`config.mk`:
```
export PLATFORM = sky130hd
export DESIGN_NAME = sequential_list_engine
export DESIGN_NICKNAME = d
export VERILOG_FILES = /design/src/hdl/sle_pkg.sv /design/src/hdl/sequential_list_engine.sv /design/src/hdl/sle_mem.sv /design/src/hdl/sle_seq.sv
export SDC_FILE = /design/constraint.sdc
export NUM_CORES = 1
export LEC_CHECK = 0
export BUFFER_PORTS_ARGS = -buffer_cell sky130_fd_sc_hd__buf_2
export CORE_ASPECT_RATIO = 1.2
export CORE_MARGIN = 8
export CORE_UTILIZATION = 45
export CTS_CLUSTER_DIAMETER = 60
export DETAILED_ROUTE_END_ITERATION = 8
export GPL_TIMING_DRIVEN = 1
export PLACE_DENSITY = 0.63
export SETUP_SLACK_MARGIN = 0.3
export SYNTH_ARGS = -nofsm -noshare
export SYNTH_HDL_FRONTEND = slang
export SYNTH_SLANG_ARGS = --single-unit
```
`constraint.sdc`:
```
create_clock -name clk -period 3.8 [get_ports clk]
set_input_delay 0.57 -clock clk [delete_from_list [all_inputs] [get_ports clk]]
set_output_delay 0.57 -clock clk [all_outputs]
set_load 0.01 [all_outputs]
```
`src/hdl/sle_pkg.sv`:
```
`default_nettype none

package sle_pkg;

	localparam logic [3:0] OP_PUSH_FRONT   = 4'd0;
	localparam logic [3:0] OP_PUSH_BACK    = 4'd1;
	localparam logic [3:0] OP_INSERT       = 4'd2;
	localparam logic [3:0] OP_POP_FRONT    = 4'd3;
	localparam logic [3:0] OP_POP_BACK     = 4'd4;
	localparam logic [3:0] OP_ERASE        = 4'd5;
	localparam logic [3:0] OP_FIND         = 4'd6;
	localparam logic [3:0] OP_REMOVE_FIRST = 4'd7;
	localparam logic [3:0] OP_REMOVE_ALL   = 4'd8;

	localparam logic [2:0] ST_OK        = 3'd0;
	localparam logic [2:0] ST_BAD_INDEX = 3'd1;
	localparam logic [2:0] ST_FULL      = 3'd2;
	localparam logic [2:0] ST_EMPTY     = 3'd3;
	localparam logic [2:0] ST_NOT_FOUND = 3'd4;

	localparam int DATA_W = 32;

	typedef struct packed {
		logic [2:0] status;
		logic [3:0] found_position;
		logic [4:0] entry_count;
	} res_t;

endpackage

`default_nettype wire

```
`src/hdl/sequential_list_engine.sv`:
```
// Pop back, bad index, full, empty and ignored opcodes go from the check state straight to
// done; scans, remove first and remove all walk the list entries before the result. Shifts,
// scans and compaction move one entry a cycle through the single list memory port pair.
// One transaction is in flight at a time; the next is accepted once the held result has
// been passed to the output register, which waits while out_stall holds a result there.
// Reset clears the count (empty list) and all control state; the list memory is not cleared.
`default_nettype none

module sequential_list_engine #(
	parameter int CAPACITY = 16
) (
	input  wire logic               clk,
	input  wire logic               arst_n,
	input  wire logic               in_valid,
	output logic                    in_stall,
	input  wire logic [3:0]         opcode,
	input  wire logic [4:0]         position,
	input  wire logic signed [31:0] value,
	output logic                    out_valid,
	input  wire logic               out_stall,
	output logic [2:0]              status,
	output logic [3:0]              found_position,
	output logic [4:0]              entry_count
);

	logic          seq_idle;
	logic          seq_done;
	logic          take;
	sle_pkg::res_t res;
	sle_pkg::res_t res_q;
	logic          out_valid_q;

	assign take = seq_done && (!out_valid_q || !out_stall);

	sle_seq #(
		.CAPACITY(CAPACITY)
	) u_seq (
		.clk     (clk),
		.arst_n  (arst_n),
		.start   (in_valid && seq_idle),
		.opcode  (opcode),
		.position(position),
		.value   (value),
		.idle    (seq_idle),
		.done    (seq_done),
		.take    (take),
		.res     (res)
	);

	always_ff @(posedge clk or negedge arst_n) begin
		if (!arst_n) begin
			out_valid_q <= 1'b0;
		end else if (take) begin
			out_valid_q <= 1'b1;
		end else if (!out_stall) begin
			out_valid_q <= 1'b0;
		end
	end

	always_ff @(posedge clk) begin
		if (take) begin
			res_q <= res;
		end
	end

	assign in_stall       = !seq_idle;
	assign out_valid      = out_valid_q;
	assign status         = res_q.status;
	assign found_position = res_q.found_position;
	assign entry_count    = res_q.entry_count;

endmodule

`default_nettype wire

```
`src/hdl/sle_mem.sv`:
```
`default_nettype none

module sle_mem #(
	parameter int DEPTH = 16,
	parameter int AW    = 4
) (
	input  wire logic                      clk,
	input  wire logic                      we,
	input  wire logic [AW-1:0]             waddr,
	input  wire logic [sle_pkg::DATA_W-1:0] wdata,
	input  wire logic [AW-1:0]             raddr,
	output logic      [sle_pkg::DATA_W-1:0] rdata
);

	logic [sle_pkg::DATA_W-1:0] mem [DEPTH];
	logic [sle_pkg::DATA_W-1:0] rdata_q;

	always_ff @(posedge clk) begin
		if (we) begin
			mem[waddr] <= wdata;
		end
		rdata_q <= mem[raddr];
	end

	assign rdata = rdata_q;

endmodule

`default_nettype wire

```
`src/hdl/sle_seq.sv`:
```
`default_nettype none

module sle_seq #(
	parameter int CAPACITY = 16
) (
	input  wire logic                clk,
	input  wire logic                arst_n,
	input  wire logic                start,
	input  wire logic [3:0]          opcode,
	input  wire logic [4:0]          position,
	input  wire logic signed [31:0]  value,
	output logic                     idle,
	output logic                     done,
	input  wire logic                take,
	output sle_pkg::res_t            res
);

	localparam int AW = (CAPACITY > 1) ? $clog2(CAPACITY) : 1;
	localparam int CW = $clog2(CAPACITY + 1);
	localparam int PW = (CW > 5) ? CW : 5;

	typedef enum logic [2:0] {
		S_IDLE,
		S_CHECK,
		S_SHIFT_UP,
		S_PUT,
		S_SHIFT_DN,
		S_SCAN,
		S_COMPACT,
		S_DONE
	} state_t;

	state_t                     state_q;
	logic [3:0]                 op_q;
	logic [PW-1:0]              pos_q;
	logic [sle_pkg::DATA_W-1:0] value_q;
	logic [CW-1:0]              count_q;
	logic [PW-1:0]              ptr_q;
	logic [PW-1:0]              at_q;
	logic [CW-1:0]              j_q;
	logic [AW-1:0]              wdst_q;
	logic [AW-1:0]              idx_q;
	logic [AW-1:0]              where_q;
	logic                       rv_q;
	logic [2:0]                 status_q;

	logic [PW-1:0]              count_w;
	logic [PW-1:0]              ins_at;
	logic                       hit;
	logic                       mem_we;
	logic [AW-1:0]              mem_waddr;
	logic [sle_pkg::DATA_W-1:0] mem_wdata;
	logic [AW-1:0]              mem_raddr;
	logic [sle_pkg::DATA_W-1:0] mem_rdata;

	sle_mem #(
		.DEPTH(CAPACITY),
		.AW   (AW)
	) u_mem (
		.clk  (clk),
		.we   (mem_we),
		.waddr(mem_waddr),
		.wdata(mem_wdata),
		.raddr(mem_raddr),
		.rdata(mem_rdata)
	);

	assign count_w = PW'(count_q);
	assign hit     = rv_q && (mem_rdata == value_q);

	always_comb begin
		unique case (op_q)
			sle_pkg::OP_PUSH_FRONT: ins_at = '0;
			sle_pkg::OP_PUSH_BACK:  ins_at = count_w;
			default:                ins_at = pos_q;
		endcase
	end

	always_comb begin
		mem_we    = 1'b0;
		mem_waddr = wdst_q;
		mem_wdata = mem_rdata;
		mem_raddr = ptr_q[AW-1:0];
		unique case (state_q)
			S_SHIFT_UP: begin
				mem_we    = rv_q;
				mem_raddr = AW'(ptr_q - PW'(1));
			end
			S_SHIFT_DN: begin
				mem_we = rv_q;
			end
			S_PUT: begin
				mem_we    = 1'b1;
				mem_waddr = at_q[AW-1:0];
				mem_wdata = value_q;
			end
			S_COMPACT: begin
				mem_we    = rv_q && (mem_rdata != value_q);
				mem_waddr = j_q[AW-1:0];
			end
			default: begin
			end
		endcase
	end

	always_ff @(posedge clk or negedge arst_n) begin
		if (!arst_n) begin
			state_q  <= S_IDLE;
			op_q     <= '0;
			pos_q    <= '0;
			value_q  <= '0;
			count_q  <= '0;
			ptr_q    <= '0;
			at_q     <= '0;
			j_q      <= '0;
			wdst_q   <= '0;
			idx_q    <= '0;
			where_q  <= '0;
			rv_q     <= 1'b0;
			status_q <= sle_pkg::ST_OK;
		end else begin
			rv_q <= 1'b0;
			unique case (state_q)
				S_IDLE: begin
					if (start) begin
						op_q     <= opcode;
						pos_q    <= PW'(position);
						value_q  <= value;
						status_q <= sle_pkg::ST_OK;
						where_q  <= '0;
						state_q  <= S_CHECK;
					end
				end
				S_CHECK: begin
					unique case (op_q)
						sle_pkg::OP_PUSH_FRONT, sle_pkg::OP_PUSH_BACK,
						sle_pkg::OP_INSERT: begin
							if (ins_at > count_w) begin
								status_q <= sle_pkg::ST_BAD_INDEX;
								state_q  <= S_DONE;
							end else if (count_q >= CW'(CAPACITY)) begin
								status_q <= sle_pkg::ST_FULL;
								state_q  <= S_DONE;
							end else begin
								at_q    <= ins_at;
								ptr_q   <= count_w;
								state_q <= S_SHIFT_UP;
							end
						end
						sle_pkg::OP_POP_FRONT: begin
							if (count_q == '0) begin
								status_q <= sle_pkg::ST_EMPTY;
								state_q  <= S_DONE;
							end else begin
								ptr_q   <= PW'(1);
								state_q <= S_SHIFT_DN;
							end
						end
						sle_pkg::OP_POP_BACK: begin
							if (count_q == '0) begin
								status_q <= sle_pkg::ST_EMPTY;
							end else begin
								count_q <= count_q - CW'(1);
							end
							state_q <= S_DONE;
						end
						sle_pkg::OP_ERASE: begin
							if (pos_q >= count_w) begin
								status_q <= sle_pkg::ST_BAD_INDEX;
								state_q  <= S_DONE;
							end else begin
								ptr_q   <= pos_q + PW'(1);
								state_q <= S_SHIFT_DN;
							end
						end
						sle_pkg::OP_FIND, sle_pkg::OP_REMOVE_FIRST: begin
							ptr_q   <= '0;
							state_q <= S_SCAN;
						end
						sle_pkg::OP_REMOVE_ALL: begin
							ptr_q   <= '0;
							j_q     <= '0;
							state_q <= S_COMPACT;
						end
						default: begin
							state_q <= S_DONE;
						end
					endcase
				end
				S_SHIFT_UP: begin
					if (ptr_q > at_q) begin
						rv_q   <= 1'b1;
						wdst_q <= AW'(ptr_q);
						ptr_q  <= ptr_q - PW'(1);
					end else begin
						state_q <= S_PUT;
					end
				end
				S_PUT: begin
					count_q <= count_q + CW'(1);
					state_q <= S_DONE;
				end
				S_SHIFT_DN: begin
					if (ptr_q < count_w) begin
						rv_q   <= 1'b1;
						wdst_q <= AW'(ptr_q - PW'(1));
						ptr_q  <= ptr_q + PW'(1);
					end else begin
						count_q <= count_q - CW'(1);
						state_q <= S_DONE;
					end
				end
				S_SCAN: begin
					if (hit) begin
						where_q <= idx_q;
						if (op_q == sle_pkg::OP_REMOVE_FIRST) begin
							ptr_q   <= PW'(idx_q) + PW'(1);
							state_q <= S_SHIFT_DN;
						end else begin
							state_q <= S_DONE;
						end
					end else if (ptr_q < count_w) begin
						rv_q  <= 1'b1;
						idx_q <= AW'(ptr_q);
						ptr_q <= ptr_q + PW'(1);
					end else if (!rv_q) begin
						status_q <= sle_pkg::ST_NOT_FOUND;
						state_q  <= S_DONE;
					end
				end
				S_COMPACT: begin
					if (rv_q && (mem_rdata != value_q)) begin
						j_q <= j_q + CW'(1);
					end
					if (ptr_q < count_w) begin
						rv_q  <= 1'b1;
						ptr_q <= ptr_q + PW'(1);
					end else if (!rv_q) begin
						if (j_q == count_q) begin
							status_q <= sle_pkg::ST_NOT_FOUND;
						end
						count_q <= j_q;
						state_q <= S_DONE;
					end
				end
				S_DONE: begin
					if (take) begin
						state_q <= S_IDLE;
					end
				end
				default: begin
					state_q <= S_IDLE;
				end
			endcase
		end
	end

	assign idle               = (state_q == S_IDLE);
	assign done               = (state_q == S_DONE);
	assign res.status         = status_q;
	assign res.found_position = 4'(where_q);
	assign res.entry_count    = 5'(count_q);

endmodule

`default_nettype wire

```
# Yosys cells after proc, flatten, opt, wreduce, memory -nomap -nowiden
# Memories as Yosys holds them, arrays and structs flattened. A register that Yosys moved wholly into a read port is not among the register bits.
# Index checks and enable logic that the tools add are counted.
[word_totals]
memories = 1
inputBits = 45
ramBits = 512
register_bits = 93
wordCells = 177
out_inout_bits = 14
[op_classes]
bitwise = 3
mux = 65
order_cmp = 5
reduce_logical = 33
add_sub_neg = 7
n_eq_ne = 46
[memory_table]
columns = ["memory", "words", "width", "rd", "rd_ports_with_merged_regs", "write_ports", "line_no", "text"]
rows = [
  ["u_seq.u_mem.mem", 16, 32, 1, 1, 1, "sle_mem.sv:15", "logic [sle_pkg::DATA_W-1:0] mem [DEPTH];"],
]
[op_table]
columns = ["operator", "count"]
rows = [
  ["$mux W5", 15],
  ["$mux W3", 20],
  ["$pmux W5 S4", 3],
  ["$eq A32 B32 Y1", 1],
  ["$mux W32", 1],
  ["$ne A32 B32 Y1", 1],
  ["$pmux W3 S8", 1],
  ["$pmux W4 S2", 3],
  ["$add A5 B1 Y5 const B", 4],
  ["$mux W4", 5],
  ["$ne A2 B2 Y1 const B", 10],
  ["$pmux W5 S2", 2],
  ["$eq A4 B3 Y1 const B", 4],
  ["$ne A2 B1 Y1 const B", 8],
  ["$ne A3 B3 Y1 const B", 5],
  ["$pmux W3 S5", 1],
  ["$eq A3 B3 Y1 const B", 4],
  ["$pmux W3 S4", 1],
  ["$reduce_and A12 Y1", 1],
  ["$reduce_and A3 Y1", 4],
  ["$reduce_bool A4 Y1", 3],
  ["$gt A5 B5 Y1", 2],
  ["$sub A5 B1 Y5 const B", 2],
  ["$pmux W3 S3", 1],
  ["other kinds (31)", 57],
]

# Longest topological paths before layout
[logic_depth]
ltp_word = 6
ltp_mapped = 14
depth_no_buf = 11

# Hierarchy
# From an unflattened synthesis, not the netlist that was laid out.
[hier_totals]
hier_cells = 1546
area_unflattened_um2 = 26032.5
[modules_own_cells]
columns = ["module", "area_each_um2", "cells_per_inst", "instances", "seq_area_each_um2"]
rows = [
  ["sle_mem", 19854.0, 838, 1, 16015.4],
  ["sle_seq", 5764.3, 691, 1, 2001.9],
  ["sequential_list_engine", 414.1, 17, 1, 385.4],
]

# Least setup slack after synthesis
# Ideal clock, no wire load.
[synth_path]
kind = "reg-to-reg"
start = "reg u_seq.state_q[2]"
end = "mem u_seq.u_mem.mem[4][0] (netlist name) (enable)"
period_less_slack_ps = 3443
path_stages_with_launch = 8
t_required_ps = 3379
setup_time_ps = 421
path_slack_ps = 357
path_buffers = 2
arrival_time_ps = 3022
path_cell_list = "dfrtp_1 -> buf_2 -> and3_1 -> clkbuf_1 -> nor2_1 -> a221oi_1 -> nand3_1 -> nor2_1"
[synth_via]
elab_chain_len = 5
word_cells_on_any_way = 9
cone_classes = "eq/ne (4); mux (4); reduce/logical (1)"
[synth_lines]
columns = ["item", "line_no", "text"]
rows = [
  ["start: declaration", "sle_seq.sv:33", "state_t state_q;"],
  ["start signal: assignment", "sle_seq.sv:108", "state_q <= S_IDLE;"],
  ["start signal: assignment", "sle_seq.sv:131", "state_q <= S_CHECK;"],
  ["start signal: assignment", "sle_seq.sv:140", "state_q <= S_DONE;"],
  ["$eq A3 B2 Y1 or $eq A3 B3 Y1 (tied branches)", "sle_seq.sv:84", "unique case (state_q)"],
  ["$reduce_or A2 Y1 (no source line)", "-", ""],
  ["$pmux W1 S3", "sle_seq.sv:84", ""],
  ["$mux W1", "sle_mem.sv:19", "if (we) begin"],
  ["$mux W1 (not written as such)", "sle_mem.sv:20", "mem[waddr] <= wdata;"],
  ["end: declaration", "sle_mem.sv:15", ""],
]
# Parallel ways exist; a longest one is shown, timed or not.

# Final worst setup path
[layout_path]
start = "reg u_seq.value_q[29] (netlist name)"
end = "mem u_seq.u_mem.mem[10][8] (netlist name) (enable)"
[layout_via]
elab_chain_len = 5
[layout_lines]
columns = ["item", "line_no", "text"]
rows = [
  ["start: declaration", "sle_seq.sv:36", "logic [sle_pkg::DATA_W-1:0] value_q;"],
  ["start signal: assignment", "sle_seq.sv:128", "value_q <= value;"],
  ["$ne A32 B32 Y1", "sle_seq.sv:98", "mem_we = rv_q && (mem_rdata != value_q);"],
  ["$logic_and A1 B1 Y1", "sle_seq.sv:98", ""],
  ["$pmux W1 S3", "sle_seq.sv:84", ""],
  ["$mux W1", "sle_mem.sv:19", ""],
  ["$mux W1 (not written as such)", "sle_mem.sv:20", ""],
]
# Every way passes these cells.

==> metrics.csv <==
stage,metric,value,unit
synthesis,Syn Inst Count,1380,
pwr,VDD IR-drop max,0.0004992,V
synthesis,number of synthesized flops with an enable pin,524,
clocking,clock buffer depth,3,
placement,port bufs,58,
clocking,CTS buffer count,68,
timing,Final Max Tran Viols,0,
floorplan,row count,96,
layout,most frequent cells in the layout,"edfxtp_1, mux4_2, dfrtp_1",
floorplan,Initial Utilization,45.59,%
layout,layout cells sized above 1,33.03,%
floorplan,Die ar.,66050,sq um
global_routing,antenna violations before repair,0,
timing,Worst Tran Pin Value,1.100,ns
pwr,Static Leak,10.26,nW
route,Vias per Instance,5.916,
floorplan,num ports,59,
placement,GPL Wtd Cong,0.8952,
critical_path,Critical Path End Type,flop,
critical_path,reg2reg path depth,9,
floorplan,die span in y,279.9,microns
route,drt total wl,62610,microns
critical_path,CP Data Required Time,4.07,ns
synthesis,Netlist Area Pre-Place,26120,sq um
synthesis,synth warn,0,
critical_path,reg2reg start,u_seq.value_q[29],
global_routing,first-pass GRT wire length,94010,microns
critical_path,CP max FO,19,
outcome,outcome,finished clean,
route,wire length per cell,27.26,microns
clocking,root buffer cell,clkbuf_16,
synthesis,"Seq/Total Area, Yosys",70.45,%
critical_path,R2R setup slack,0.46,ns
route,Detailed Route Iter0 Violations,1284,
clocking,Post CTS Setup Buffer Count,0,
synthesis,Synthesized Nets,1455,
critical_path,Worst Setup EP,u_seq.u_mem.mem[10][8],
placement,"worst slack, placed",0.1558,ns
route,total number of vias,13590,
timing,FMAX,299.1,MHz
critical_path,worst setup path startpoint,u_seq.value_q[29],
global_routing,pin count of the biggest net entering global routing,70,
global_routing,total global routing overflow,0,
global_routing,Global Route Usage Sum,19.07,%
min_path,min-delay worst type,in2async,
layout,final net count,1581,
critical_path,Worst EP arrival,3.62,ns
route,first-pass iteration count of the detailed router,5,
route,# DRC,0,
layout,diodes inserted,0,
timing,Rel. slew slack,26.66,%
run,Max-cap violations,0,
critical_path,R2R Path End,u_seq.u_mem.mem[10][8],
clocking,hold_buf cts,0,
synthesis,async set or reset register ratio after synthesis,12.72,%
clocking,CTS Sinks,637,
timing,post-layout minimum cycle time,3.344,ns
clocking,"Clk pin slew, worst setup/hold paths",0.06,ns
synthesis,synthesized area per cell,18.93,sq um
synthesis,#FFs+latches synth,637,
timing,period utilisation layout,87.99,%
synthesis,Synth cell types,81,
timing,setup TNS,0,ns
timing,Final Skew,0.03335,ns
timing,Setup WS post-layout,0.4562,ns
clocking,Max H-tree Level,3,
clocking,CTS tree,done,
layout,Area growth syn-to-layout,15.85,%
timing,Final Setup Violations,0,
layout,fillers,4484,
critical_path,type of the worst setup path,reg2reg,
timing,RSZ-0062 raised after global routing,no,
placement,DPL Wire Length,36750,microns
clocking,Worst-Skew Late Latency,0.61,ns
synthesis,Synth Flop Type,edfxtp_1,
layout,"commonest non-fill, non-tap cell in the layout",edfxtp_1,
critical_path,Worst setup SP type,flop,
global_routing,number of global-route vias before repair,14150,
pwr,P per Cell Area,917.5,nW/um^2
route,Final ANT Viol Nets,0,
floorplan,Die W,235.9,microns
floorplan,Core Area,57300,sq um
timing,final-report hold violation count,0,
## metrics by stage
step	util [%]	power, mW	cells	hold WS [ns]	instance area [sq um]
final	52.82	27.77	2297	0.1778	30260
after global routing	52.82	29.08	2297	0.1602	30260
after CTS	52.79	28.01	2297	0.1458	30250
after floorplan	-	17.67	1380	0.2744	26120
after detailed placement	48.69	21.07	2171	0.4387	27900
after global placement	48.69	20.89	2171	0.4364	27900
## state kept, by name (all words and copies together), names as in the netlist, 3 cells and up
name,flops
u_seq.op_q,4
u_seq.idx_q,4
u_seq.pos_q,5
u_seq.u_mem.rdata,32
u_seq.j_q,5
u_seq.at_q,5
u_seq.u_mem.mem,512
status,3
entry_count,5
u_seq.where_q,4
u_seq.value_q,32
found_position,4
u_seq.wdst_q,4
u_seq.status_q,3
u_seq.ptr_q,5
u_seq.state_q,3
u_seq.count_q,5
## critical path: stages (launching register included)
cell	delay, ns
dfrtp_1	0.40
xor2_1	0.41
nor4_1	0.15
nand4_1	0.19
buf_4	0.18
o211ai_1	0.13
nand2_1	0.13
nand3_1	0.22
nor2_4	0.79
buf_4	0.38
## layer usage
metal  GRT usage, %  up-vias  part of all wire, %
met5              0        -                    0
met4          5.871        0                  2.5
met3          3.225      108                  5.3
met2          32.89      464                   51
met1          24.62     7179                   41
li1               -     5839                    -
## cell usage after synthesis, drive strengths merged, types with 7 or more instances
cell type / n / area share, %
a21oi: 35 / 0.67
a221oi: 9 / 0.30
and2: 8 / 0.19
and3: 7 / 0.17
buf: 45 / 0.88
clkbuf: 18 / 0.26
dfrtp: 81 / 7.8
dfxtp: 32 / 2.5
edfxtp: 524 / 60
ha: 29 / 1.4
inv: 22 / 0.32
mux2: 79 / 3.4
mux4: 160 / 14
nand2: 68 / 1.0
nand3: 12 / 0.23
nor2: 45 / 0.69
nor3: 13 / 0.31
nor4: 9 / 0.31
o21ai: 35 / 0.70
o31ai: 9 / 0.28
xnor2: 16 / 0.57
xor2: 40 / 1.3
## repair_timing
action                     in CTS  in global routing
hold endpoints to repair        0                  0
setup endpoints to repair     197                  8
gates resized for setup         1                  4
pin swaps                       0                  0
## kinds of logic after synthesis
| kind of cell | synth area share [%] |
|---|---|
| flops | 70.45 |
| mux | 17.28 |
| simple gates | 3.640 |
| compound gates | 3.789 |
| buf+inv | 1.475 |
| xor+xnor | 1.906 |
| fa+ha+maj | 1.466 |
## worst min-delay path by stage
stage | cells past startpoint | endpoint | slack (ns)
floorplan | 0 | out_valid | 0.27
global placement | 0 | found_position[1] | 0.44
detailed placement | 0 | found_position[2] | 0.44
CTS | 3 | u_seq.op_q[0] | 0.15
global route | 3 | u_seq.op_q[0] | 0.16
finish | 1 | u_seq.value_q[28] | 0.18
## area by class of cell
class / count / area (sq um) / share of cell area [%]
Sequential cell: 637 / 18400 / 60.81
Tap cell: 735 / 919.6 / 3.039
Multi-Input combinational cell: 657 / 7533 / 24.89
Clock buffer: 85 / 1859 / 6.144
Inverter: 23 / 86.33 / 0.2853
Timing Repair Buffer: 119 / 975.9 / 3.225
Clock inverter: 41 / 486.7 / 1.608
## where the power goes
part           internal, mW  switching (mW)
clock                  4.13            2.77
combinational          4.58            5.69
sequential             9.80           0.795
No activity file was read; power rests on OpenSTA's default activity.
